## config.mk

```make
export PLATFORM = sky130hd
export DESIGN_NAME = stepper_full_step_sequencer
export DESIGN_NICKNAME = d
export VERILOG_FILES = /design/src/rtl/core/stfs_pkg.sv /design/src/rtl/core/stepper_full_step_sequencer.sv
export SDC_FILE = /design/constraint.sdc
export NUM_CORES = 1
export LEC_CHECK = 0
export BUFFER_PORTS_ARGS = -buffer_cell sky130_fd_sc_hd__buf_2
export CAP_MARGIN = 0
export CORE_MARGIN = 5
export CORE_UTILIZATION = 45
export CTS_BUF_LIST = sky130_fd_sc_hd__clkbuf_4 sky130_fd_sc_hd__clkbuf_8
export CTS_CLUSTER_DIAMETER = 200
export DETAILED_ROUTE_END_ITERATION = 10
export MAX_ROUTING_LAYER = met4
export PLACE_DENSITY = 0.65
export RECOVER_POWER = 25
export SYNTH_ARGS = -nofsm -noshare
export SYNTH_HDL_FRONTEND = slang
export SYNTH_SLANG_ARGS = --single-unit
export TNS_END_PERCENT = 30
```

## constraint.sdc

```tcl
create_clock -name aclk -period 7.1 [get_ports aclk]
set_input_delay 1.065 -clock aclk [delete_from_list [all_inputs] [get_ports aclk]]
set_output_delay 1.065 -clock aclk [all_outputs]
set_load 0.01 [all_outputs]
```

## src/rtl/core/stfs_pkg.sv

```systemverilog
// ----------------------------------------------------------------------------
// stfs_pkg: shared definitions for the full-step stepper sequencer
// Field widths, reset values, register indexes and the coil pattern lookup.
// ----------------------------------------------------------------------------
package stfs_pkg;

    localparam int unsigned POS_W      = 15;
    localparam int unsigned ELAPSED_W  = 26;
    localparam int unsigned COUNT_W    = 16;
    localparam int unsigned COIL_W     = 4;
    localparam int unsigned CFG_DATA_W = 26;
    localparam int unsigned CFG_ADDR_W = 1;

    // Register indexes on the configuration port.
    localparam logic [CFG_ADDR_W-1:0] REG_STEPS_PER_REV = 1'b0;
    localparam logic [CFG_ADDR_W-1:0] REG_STEP_INTERVAL = 1'b1;

    // Input kind codes.
    localparam logic KIND_MOVE = 1'b0;
    localparam logic KIND_TICK = 1'b1;

    localparam logic [POS_W-1:0]     SPR_RESET      = 15'd200;
    localparam logic [ELAPSED_W-1:0] INTERVAL_RESET = 26'd300000;
    localparam logic [ELAPSED_W-1:0] ELAPSED_MAX    = {ELAPSED_W{1'b1}};

    // Full-step drive pattern by phase (bits 3..0 drive wires 1..4).
    function automatic logic [COIL_W-1:0] coil_pattern(input logic [1:0] phase);
        logic [COIL_W-1:0] pat;
        case (phase)
            2'd0:    pat = 4'b1010;
            2'd1:    pat = 4'b0110;
            2'd2:    pat = 4'b0101;
            2'd3:    pat = 4'b1001;
            default: pat = 4'b1010;
        endcase
        return pat;
    endfunction

endpackage

```

## src/rtl/core/stepper_full_step_sequencer.sv

```systemverilog
// ----------------------------------------------------------------------------
// stepper_full_step_sequencer: four-wire full-step stepper sequencer
// Turns move commands and microsecond ticks into coil drive words.
// ----------------------------------------------------------------------------
// The block takes one input word per clock cycle and returns exactly one
// result word for each, in order. A move word (tuser = 0) loads the remaining
// step count with the magnitude of its signed count and sets the direction
// from its sign (a zero count clears the remaining steps and keeps the
// direction). A tick word (tuser = 1) stands for one microsecond: it advances
// a saturating elapsed counter, and when steps remain and the counter has
// reached the step interval the motor takes one step, the position wraps
// modulo the steps per revolution and the coils take the full-step pattern
// of the new phase. All state is updated in the same cycle that the word is
// accepted, and the result sits in a single output register, so a new word
// can enter every cycle as long as the result side keeps taking words. The
// result is valid in the cycle after acceptance. The step interval is given
// in ticks, so the host converts speed into an interval itself. Configuration
// must be written only while idle; the block itself does not enforce this.
module stepper_full_step_sequencer
    import stfs_pkg::*;
(
    input  logic                  aclk,
    input  logic                  aresetn,

    // Configuration write port.
    input  logic                  cfg_wr_en,
    input  logic [CFG_ADDR_W-1:0] cfg_addr,
    input  logic [CFG_DATA_W-1:0] cfg_wdata,

    // Input stream.
    input  logic                  s_tvalid,
    output logic                  s_tready,
    input  logic [15:0]           s_tdata,   // [15:0] move_count (signed)
    input  logic                  s_tuser,   // [0] kind

    // Result stream.
    output logic                  m_tvalid,
    input  logic                  m_tready,
    output logic [23:0]           m_tdata    // [3:0] coils, [18:4] position,
                                             // [19] stepped, [20] busy_res,
                                             // [23:21] zero
);

    // Configuration registers.
    logic [POS_W-1:0]     spr_reg;
    logic [ELAPSED_W-1:0] interval_reg;

    // Sequencer state.
    logic [POS_W-1:0]     pos_reg,     pos_next;
    logic                 fwd_reg,     fwd_next;
    logic [COUNT_W-1:0]   rem_reg,     rem_next;
    logic [ELAPSED_W-1:0] elapsed_reg, elapsed_next;
    logic [COIL_W-1:0]    coil_reg,    coil_next;

    // Output register.
    logic                 out_valid_reg;
    logic [COIL_W-1:0]    out_coils_reg;
    logic [POS_W-1:0]     out_pos_reg;
    logic                 out_stepped_reg;
    logic                 out_busy_reg;

    logic                 accept;
    logic                 do_step;
    logic [ELAPSED_W-1:0] elapsed_inc;
    logic [POS_W-1:0]     wrap_n;
    logic [POS_W:0]       pos_plus;
    logic [POS_W-1:0]     pos_step;
    logic signed [COUNT_W-1:0] move_count;

    // The output register frees up whenever its word is taken.
    assign s_tready = !out_valid_reg || m_tready;
    assign accept   = s_tvalid && s_tready;

    assign move_count = s_tdata;

    // A zero wrap point acts as one, which pins the position at zero.
    assign wrap_n = (spr_reg == '0) ? POS_W'(1) : spr_reg;

    assign elapsed_inc = (elapsed_reg == ELAPSED_MAX) ? elapsed_reg
                                                      : elapsed_reg + 1'b1;

    assign do_step = (s_tuser == KIND_TICK) && (rem_reg != '0)
                     && (elapsed_inc >= interval_reg);

    // Next position for one step. A position left at or beyond the wrap point
    // after the revolution was shortened goes to zero forward or to the last
    // position backward.
    assign pos_plus = {1'b0, pos_reg} + 1'b1;

    always_comb begin
        if (fwd_reg) begin
            pos_step = (pos_plus >= {1'b0, wrap_n}) ? '0 : pos_plus[POS_W-1:0];
        end else begin
            pos_step = ((pos_reg == '0) || (pos_reg >= wrap_n)) ? wrap_n - 1'b1
                                                                 : pos_reg - 1'b1;
        end
    end

    always_comb begin
        pos_next     = pos_reg;
        fwd_next     = fwd_reg;
        rem_next     = rem_reg;
        elapsed_next = elapsed_reg;
        coil_next    = coil_reg;
        if (s_tuser == KIND_MOVE) begin
            if (move_count == '0) begin
                rem_next = '0;
            end else if (move_count < 0) begin
                // Negating the most negative count gives 32768 as unsigned.
                fwd_next = 1'b0;
                rem_next = COUNT_W'(-move_count);
            end else begin
                fwd_next = 1'b1;
                rem_next = COUNT_W'(move_count);
            end
        end else begin
            elapsed_next = elapsed_inc;
            if (do_step) begin
                pos_next     = pos_step;
                elapsed_next = '0;
                rem_next     = rem_reg - 1'b1;
                coil_next    = coil_pattern(pos_step[1:0]);
            end
        end
    end

    always_ff @(posedge aclk) begin
        if (!aresetn) begin
            spr_reg      <= SPR_RESET;
            interval_reg <= INTERVAL_RESET;
        end else if (cfg_wr_en) begin
            case (cfg_addr)
                REG_STEPS_PER_REV: spr_reg      <= cfg_wdata[POS_W-1:0];
                REG_STEP_INTERVAL: interval_reg <= cfg_wdata[ELAPSED_W-1:0];
                default: ;
            endcase
        end
    end

    always_ff @(posedge aclk) begin
        if (!aresetn) begin
            pos_reg     <= '0;
            fwd_reg     <= 1'b0;
            rem_reg     <= '0;
            elapsed_reg <= ELAPSED_MAX;
            coil_reg    <= '0;
        end else if (accept) begin
            pos_reg     <= pos_next;
            fwd_reg     <= fwd_next;
            rem_reg     <= rem_next;
            elapsed_reg <= elapsed_next;
            coil_reg    <= coil_next;
        end
    end

    always_ff @(posedge aclk) begin
        if (!aresetn) begin
            out_valid_reg <= 1'b0;
        end else if (accept) begin
            out_valid_reg <= 1'b1;
        end else if (m_tready) begin
            out_valid_reg <= 1'b0;
        end
    end

    always_ff @(posedge aclk) begin
        if (accept) begin
            out_coils_reg   <= coil_next;
            out_pos_reg     <= pos_next;
            out_stepped_reg <= do_step;
            out_busy_reg    <= (rem_next != '0);
        end
    end

    assign m_tvalid = out_valid_reg;
    assign m_tdata  = {3'b000, out_busy_reg, out_stepped_reg, out_pos_reg, out_coils_reg};

`ifndef SYNTHESIS
    // A step clears the elapsed counter and uses up exactly one step.
    a_step_updates: assert property (@(posedge aclk) disable iff (!aresetn)
        (accept && do_step) |=> (elapsed_reg == '0)
                                && (rem_reg == $past(rem_reg) - 1'b1))
        else $error("step did not clear elapsed or decrement remaining steps");

    // A word that reports a step carries the coil pattern of its position.
    a_step_coils: assert property (@(posedge aclk) disable iff (!aresetn)
        (m_tvalid && out_stepped_reg) |-> (out_coils_reg == coil_pattern(out_pos_reg[1:0])))
        else $error("stepped result carries coils that do not match its phase");

    // The busy flag of a freshly loaded result mirrors the remaining count.
    a_busy_flag: assert property (@(posedge aclk) disable iff (!aresetn)
        $past(accept) |-> (out_busy_reg == (rem_reg != '0)))
        else $error("busy flag disagrees with remaining steps");

    // A move never steps and never touches the elapsed counter.
    a_move_no_step: assert property (@(posedge aclk) disable iff (!aresetn)
        (accept && (s_tuser == KIND_MOVE)) |=> (!out_stepped_reg
                                               && $stable(elapsed_reg)))
        else $error("move word stepped or changed elapsed time");
`endif

endmodule

```

==> summary.md, run 1 <==
| Metric | Value |
|---|---|
| Hold bufs inserted after CTS | `0` |
| Failing checks | `max-capacitance violations, max-slew violations` |
| Wire length after detailed routing | `22,730 um` |
| Yosys top cell by area | `sky130_fd_sc_hd__dfxtp_1` |
| Average wire per cell in the routed design | `16.83 um` |
| Row count | `50` |
| Number of design rule violations left after detail routing | `0` |
| Unrepaired setup endpoints after global routing | `no` |
| CTS buffer count | `17` |
| Min Hold Slack | `457.2 ps` |
| H-tree levels | `4` |
| Die width | `148.2 um` |
| Number of endpoints with negative hold slack in the final report | `0` |
| Count of distinct cell types in the synthesized netlist | `76` |
| Buf/Inv on CP | `2` |
| Count of pins over their slew limit | `75` |
| Startpoint types | `register` |
| Main combinational cell family by area after synthesis | `simple AND/OR/NAND/NOR gates` |
| Detailed Routing Iterations Pass 1 | `7` |
| Fmax | `0.1740 GHz` |
| Power density of the placed cells | `262.4 nW/um^2` |
| Most frequently used flop master after synthesis | `sky130_fd_sc_hd__dfxtp_1` |
| Number of antenna cells inserted | `0` |
| I/O pin count | `75` |
| Maximum VDD drop | `126.8 uV` |
| Final critical-path share of the clock period | `80.94%` |
| Via Count | `7,796` |
| Share of the synthesized netlist area taken by xor and xnor gates | `7.647%` |
| Wire length of the first global-routing pass | `37,670 um` |
| Maximum clock insertion buffer count | `2` |
| Grt total ovfl | `0` |
| Run status | `finished, violations left` |
| Share of synthesized cell area in full adder, half adder and majority cells | `9.760%` |
| Placed inst area | `9051 um^2` |
| CP cell instances | `and4_1 > nand4_1 > nor4_1 > nand4_1 > nand2_1 > nor4_1 > and3_1 > xor2_1 > ha_1 > a21oi_1 > o21ai_1 > a2111oi_0 > nand2_1 > o21ai_4 > buf_4 > nor2_1 > buf_4 > nand2_1 > nor3b_1 > a311o_1` |
| Total Negative Setup Slacks | `0 ps` |
| Setup Viol. Count Final | `0` |
| Multiplexer share of the synthesized area | `2.200%` |
| Yosys reg bits | `125` |
| Fraction of the mapped netlist area in compound gates | `21.09%` |
| Yosys warning count | `0` |
| Top delay family on crit path | `simple AND/OR/NAND/NOR gates` |
| Total number of clock tree sinks | `125` |
| Layout cell share with drive strength beyond 1 | `11.02%` |
| Type of the most critical hold path | `register to register` |
| Effective utilization at floorplan | `45.77%` |
| Area of the core region | `18,770 um^2` |
| Slack of the worst reg-to-reg path | `1350 ps` |
| Most common cell type on the critical path | `sky130_fd_sc_hd__nand2_1` |
| Full die area | `21,950 um^2` |
| Height of the die | `148.2 um` |
| Leading cell type in the layout, fill and taps excluded | `sky130_fd_sc_hd__nand2_1` |
| Initial antenna violation count | `0` |
| Fraction of registers with async set or reset after synthesis | `0%` |
| Vias per cell | `5.775` |
| DR iter-0 viols | `517` |
| Cells after synthesis | `1,067` |
| Pin count of the biggest net entering global routing | `68` |
| Shortest period the worst path allows | `5747 ps` |
| Design Area, Final | `9477 um^2` |
| Leakage power total | `3.819 nW` |
| Ranking of synthesized cells by area | `sky130_fd_sc_hd__dfxtp_1 24%, sky130_fd_sc_hd__ha_1 9.8%, sky130_fd_sc_hd__edfxtp_1 7.3%, sky130_fd_sc_hd__nand2_1 6.0%, sky130_fd_sc_hd__xnor2_1 4.9%` |
| Mean area per synthesized cell | `8.050 um^2` |
| Worst endpoint required time | `7460 ps` |
| Data arrival time of the critical path | `6100 ps` |
| Number of gates resized after cts | `0` |
| Worst path slowest cell | `sky130_fd_sc_hd__nor4_1` |
| Post-route clock skew | `14.25 ps` |
| Headroom to the max-slew limit | `-37.57%` |
| Critical path endpoint category | `register` |
| Actual transition at the worst max-transition pin | `2063 ps` |
| Post-CTS setup repair buffer count | `0` |
| Largest stage delay on the critical path | `910 ps` |
| Post-route antenna net violation count | `0` |
| Post-synth design cell area | `8589 um^2` |
| Final core utilization | `50.49%` |
| Vias in the first global route | `7,376` |
| Total global-route track usage | `21.55%` |
| Count of max-cap constraint violations | `2` |
| Sequential share of the synthesized area | `31.58%` |
| Clock latency at the later pin of the worst-skew pair | `460 ps` |
| Area share of the leading cell type in the synthesized netlist | `24.24%` |
| Leading cell types in the layout, fill and taps excluded | `138 x sky130_fd_sc_hd__nand2_1, 104 x sky130_fd_sc_hd__dfxtp_1, 82 x sky130_fd_sc_hd__nor2_1` |
| Number of synthesized flops with an enable pin | `21` |
| Fin nets | `1,219` |
| CP Class | `register to register` |
| Biggest fanout along the worst timing path | `42` |
| Synth Area in Simple Gates | `21.57%` |
| CTS tree | `yes` |
| Input/output buffers | `71` |
| Clk pin slew, worst setup/hold paths | `80 ps` |
| DPL Wire Length | `16,510 um` |
| Placer's final routability congestion estimate | `0.9010` |
| Clock root buffer | `sky130_fd_sc_hd__clkbuf_8` |
| Area added between synthesis and finish | `10.33%` |
## power breakdown
| part | internal, mW | leakage (nW) | switching [mW] | total [mW] |
|---|---|---|---|---|
| registers | 0.801 | 1.06 | 0.0734 | 0.875 |
| clock network | 0.395 | 0.219 | 0.327 | 0.722 |
| logic | 0.376 | 2.54 | 0.514 | 0.890 |
## final cells by class
type,count,area (um^2)
repair buffers,83,424.2
inverters,61,229.0
fillers,1857,9291
flip-flops and latches,125,2713
clock buffers,18,241.5
clock inverters,14,205.2
multi-input cells,815,5371
well taps,234,292.8
## Yosys cell counts, types with 6 or more instances
master and n:
sky130_fd_sc_hd__buf_4 6, sky130_fd_sc_hd__a221o_1 20, sky130_fd_sc_hd__dfxtp_1 104, sky130_fd_sc_hd__a31oi_1 10
sky130_fd_sc_hd__a32oi_1 6, sky130_fd_sc_hd__inv_1 59, sky130_fd_sc_hd__o31ai_1 8, sky130_fd_sc_hd__o211ai_1 17
sky130_fd_sc_hd__nor4_1 11, sky130_fd_sc_hd__nor3_1 27, sky130_fd_sc_hd__nand2_1 138, sky130_fd_sc_hd__and2_1 10
sky130_fd_sc_hd__a21o_1 12, sky130_fd_sc_hd__xnor2_1 48, sky130_fd_sc_hd__and3_1 12, sky130_fd_sc_hd__nand3_1 41
sky130_fd_sc_hd__nor3b_1 6, sky130_fd_sc_hd__a211oi_1 13, sky130_fd_sc_hd__xor2_1 27, sky130_fd_sc_hd__a21oi_1 67
sky130_fd_sc_hd__o311ai_1 6, sky130_fd_sc_hd__nor2_1 82, sky130_fd_sc_hd__mux2i_1 14, sky130_fd_sc_hd__edfxtp_1 21
sky130_fd_sc_hd__ha_1 67, sky130_fd_sc_hd__nand4_1 15, sky130_fd_sc_hd__clkbuf_1 55, sky130_fd_sc_hd__o21ai_0 30
sky130_fd_sc_hd__o21ai_1 33, sky130_fd_sc_hd__nand2b_1 8, sky130_fd_sc_hd__or4_1 6
## path summary, 6_finish.rpt
kind              cells past startpoint          endpoint              from
setup / recovery                     20       pos_reg[14]    elapsed_reg[3]
hold / removal                        2  interval_reg[19]  interval_reg[19]
setup reg to reg                     20       pos_reg[14]    elapsed_reg[3]
hold reg to reg                       2  interval_reg[19]  interval_reg[19]
## cell families (layout without fill, tap and decap cells)
| family | count (synthesis) | in the layout |
|---|---|---|
| AOI/OAI and AO/OA | 268 | 268 |
| xor gates and xnor gates | 75 | 75 |
| adders and majority gates | 67 | 67 |
| buffers and inverters | 129 | 176 |
| DFF | 125 | 125 |
| muxes | 18 | 18 |
| other | 1 | 3 |
| and+or+nand+nor | 384 | 384 |
## stage by stage
stage                     cells  worst slack [ps]  total power, mW
after floorplan            1069              2148            1.564
after global placement     1318              1516            1.769
after detailed placement   1318              1466            1.778
after CTS                  1350              1403            2.506
after global routing       1350             695.6            2.650
final                      1350              1353            2.487
## worst reg2reg max path, stage by stage, from the launching register on
cell and delay (ps):
sky130_fd_sc_hd__dfxtp_1 390, sky130_fd_sc_hd__and4_1 220, sky130_fd_sc_hd__nand4_1 160, sky130_fd_sc_hd__nor4_1 110, sky130_fd_sc_hd__nand4_1 270, sky130_fd_sc_hd__nand2_1 230
sky130_fd_sc_hd__nor4_1 910, sky130_fd_sc_hd__and3_1 340, sky130_fd_sc_hd__xor2_1 160, sky130_fd_sc_hd__ha_1 260, sky130_fd_sc_hd__a21oi_1 150, sky130_fd_sc_hd__o21ai_1 120
sky130_fd_sc_hd__a2111oi_0 470, sky130_fd_sc_hd__nand2_1 230, sky130_fd_sc_hd__o21ai_4 200, sky130_fd_sc_hd__buf_4 410, sky130_fd_sc_hd__nor2_1 100, sky130_fd_sc_hd__buf_4 250
sky130_fd_sc_hd__nand2_1 230, sky130_fd_sc_hd__nor3b_1 100, sky130_fd_sc_hd__a311o_1 330
## routing by layer
metal / vias to the layer above / GRT usage (%) / wire length (um)
met4: 0 / 5.681 / 296
li1: 3899 / - / -
met3: 23 / 3.291 / 1147
met2: 198 / 34.28 / 10450
met1: 3676 / 28.85 / 10830
met5: - / - / 0
Note: power is estimated with default switching activity, not from simulation.
==> run 2: changes to the inputs <==
--- a/config.mk
+++ b/config.mk
@@ -5,6 +5,7 @@
 export SDC_FILE = /design/constraint.sdc
 export NUM_CORES = 1
 export LEC_CHECK = 0
+export ABC_AREA = 1
 export BUFFER_PORTS_ARGS = -buffer_cell sky130_fd_sc_hd__buf_2
 export CAP_MARGIN = 0
 export CORE_MARGIN = 5
==> constraint.sdc (replaced) <==
create_clock -name aclk -period 6 [get_ports aclk]
set_input_delay 0.9 -clock aclk [delete_from_list [all_inputs] [get_ports aclk]]
set_output_delay 0.9 -clock aclk [all_outputs]
set_load 0.01 [all_outputs]
==> run 2 against run 1 <==
Against the previous run: the run still ends with max-capacitance violations, max-slew violations left; core utilization down 0.90 points; non-clock buffer count shrank 6; die area grew 5.2%; first-iteration DRC count is 24% higher; combinational power rose by 18%; largest cell class unchanged; clock skew grew 3.5 ps; largest power group unchanged; clock power rose by 14%; cell count grew 21%; final area grew 4.9%; synthesized area increased by 5.6%.
==> summary.md, run 2 <==
| Metric | Value |
|---|---|
| Area added between synthesis and finish | `9.589%` |
| Critical path endpoint category | `register` |
| Effective utilization at floorplan | `45.25%` |
| Number of design rule violations left after detail routing | `0` |
| Fmax | `0.2024 GHz` |
| CP Class | `register to register` |
| List of most frequent post-synthesis cells | `311 x sky130_fd_sc_hd__nand2_1, 170 x sky130_fd_sc_hd__inv_1, 104 x sky130_fd_sc_hd__dfxtp_1` |
| Worst endpoint required time | `6390 ps` |
| Setup Viol. Count Final | `0` |
| Ranking of synthesized cells by area | `sky130_fd_sc_hd__dfxtp_1 23%, sky130_fd_sc_hd__nand2_1 13%, sky130_fd_sc_hd__ha_1 9.2%, sky130_fd_sc_hd__inv_1 7.0%, sky130_fd_sc_hd__edfxtp_1 7.0%` |
| Yosys reg bits | `125` |
| Leading cell type in the layout, fill and taps excluded | `sky130_fd_sc_hd__nand2_1` |
| Overall power of the completed layout | `2.883 mW` |
| Data arrival time of the critical path | `5330 ps` |
| Number of antenna cells inserted | `0` |
| Yosys top cell by area | `sky130_fd_sc_hd__dfxtp_1` |
| Biggest fanout along the worst timing path | `32` |
| Worst hold start | `interval_reg[2]` |
| Full die area | `23,090 um^2` |
| Actual transition at the worst max-transition pin | `2407 ps` |
| Number of gates resized after cts | `0` |
| Grt total ovfl | `0` |
| Maximum clock insertion buffer count | `2` |
| Largest stage delay on the critical path | `570 ps` |
| Vias per cell | `5.121` |
| Unrepaired setup endpoints after global routing | `no` |
| Post-route clock skew | `17.74 ps` |
| Fin nets | `1,473` |
| Sequential share of the synthesized area | `29.91%` |
| Vias in the first global route | `7,630` |
| Slack of the worst reg-to-reg path | `1060 ps` |
| Total number of clock tree sinks | `125` |
| Startpoint of the worst-slack reg-to-reg timing path | `elapsed_reg[0]` |
| Crit Reg-Reg Endpoint | `elapsed_reg[25]` |
| Count of distinct cell types in the synthesized netlist | `54` |
| Layout cell share with drive strength beyond 1 | `11.90%` |
| Initial antenna violation count | `0` |
| Run status | `finished, violations left` |
| Count of max-cap constraint violations | `1` |
| Cells after synthesis | `1,309` |
| Input/output buffers | `71` |
| Headroom to the max-slew limit | `-60.46%` |
| Clock root buffer | `sky130_fd_sc_hd__clkbuf_8` |
| Type of the most critical hold path | `register to register` |
| Wire length of the first global-routing pass | `37,580 um` |
| Number of synthesized flops with an enable pin | `21` |
| Number of endpoints with negative hold slack in the final report | `0` |
| Leakage power total | `4.879 nW` |
| Pin count of the biggest net entering global routing | `63` |
| Placer's final routability congestion estimate | `0.9212` |
| Row count | `52` |
| Most common cell type on the critical path | `sky130_fd_sc_hd__nand2_1` |
| I/O pin count | `75` |
| Critical Path End | `elapsed_reg[25]` |
| Fraction of registers with async set or reset after synthesis | `0%` |
| Shortest period the worst path allows | `4942 ps` |
| Wire length after detailed routing | `22,520 um` |
| Average wire per cell in the routed design | `13.73 um` |
| Post-route antenna net violation count | `0` |
| Worst path slowest cell | `sky130_fd_sc_hd__nand2_2` |
| Most frequently used flop master after synthesis | `sky130_fd_sc_hd__dfxtp_1` |
| Total global-route track usage | `20.04%` |
| Startpoint types | `register` |
| DPL Wire Length | `17,220 um` |
| Critical Path Start | `elapsed_reg[0]` |
| Post-synth design cell area | `9069 um^2` |
| Hold bufs inserted after CTS | `0` |
| Final critical-path share of the clock period | `82.36%` |
| Area share of the leading cell type in the synthesized netlist | `22.96%` |
| Mean area per synthesized cell | `6.928 um^2` |
| Count of pins over their slew limit | `61` |
| Maximum VDD drop | `109.5 uV` |
| Height of the die | `152.0 um` |
| CTS buffer count | `17` |
| Total Negative Setup Slacks | `0 ps` |
| Final core utilization | `49.59%` |
| Leading cell types in the layout, fill and taps excluded | `311 x sky130_fd_sc_hd__nand2_1, 170 x sky130_fd_sc_hd__inv_1, 104 x sky130_fd_sc_hd__dfxtp_1` |
| Clk pin slew, worst setup/hold paths | `80 ps` |
| Detailed Routing Iterations Pass 1 | `5` |
| Most common cell in the synthesized netlist | `sky130_fd_sc_hd__nand2_1` |
| Failing checks | `max-capacitance violations, max-slew violations` |
| Yosys warning count | `0` |
| Post-CTS setup repair buffer count | `0` |
| Via Count | `8,398` |
| CTS tree | `yes` |
| Power density of the placed cells | `290.1 nW/um^2` |
| DR iter-0 viols | `640` |
| Worst R2R Path Depth | `25` |
| H-tree levels | `4` |
| Area of the core region | `20,040 um^2` |
| Clock latency at the later pin of the worst-skew pair | `460 ps` |
| Die width | `152.0 um` |
run 2: stage by stage:
step	area, um^2	worst slack [ps]	std cells	hold slack [ps]
2_1_floorplan	9076	2289	1311	435.3
3_5_place_dp	9524	1098	1608	458.7
3_3_place_gp	9524	1245	1608	453.2
6_report	9938	1058	1640	464.7
4_1_cts	9962	1068	1640	468.5
5_1_grt	9938	560.1	1640	495.3
run 2: area by class of cell:
cell class	instances	area [um^2]
well taps	270	337.8
clock buffers	18	247.7
flip-flops and latches	125	2713
clock inverters	14	190.2
multi-input cells	957	5401
repair buffers	77	376.6
inverters	179	671.9
fillers	2082	10100
run 2: worst min path at each step:
stage	endpoint	cells past startpoint
final	interval_reg[2]	2
after global routing	interval_reg[4]	2
after CTS	interval_reg[21]	2
after detailed placement	interval_reg[21]	2
after global placement	interval_reg[2]	2
after floorplan	interval_reg[10]	2
run 2: cells by family after synthesis:
group	after synthesis	synth area share, %
simple gates	593	29.98
buf+inv	229	10.61
compound gates	242	15.18
other cells	1	0.04135
mux	1	0.1104
xor+xnor	51	4.926
flops	125	29.91
fa+ha+maj	67	9.244
run 2: layer usage:
| metal | track usage (%) | vias to the layer above | share of wire (%) |
|---|---|---|---|
| li1 | - | 4384 | - |
| met1 | 26.58 | 3778 | 49 |
| met2 | 31.54 | 199 | 45 |
| met3 | 3.299 | 37 | 4.4 |
| met4 | 6.122 | 0 | 1.9 |
| met5 | - | - | 0 |
run 2: report_power, final:
| group | internal [mW] | leakage [nW] | switching (mW) |
|---|---|---|---|
| clock | 0.464 | 0.227 | 0.359 |
| sequential | 0.946 | 1.07 | 0.0682 |
| combinational | 0.364 | 3.59 | 0.681 |
run 2: worst max-delay path: cells and delay by family, from the launching register on:
kind | cells | cell delay, ps
XOR/XNOR | 1 | 230
AO/OA/AOI/OAI | 3 | 300
buffers and inverters | 4 | 620
AND/OR/NAND/NOR | 15 | 2810
flip-flops | 1 | 400
adder cells (fa/ha/maj) | 2 | 510
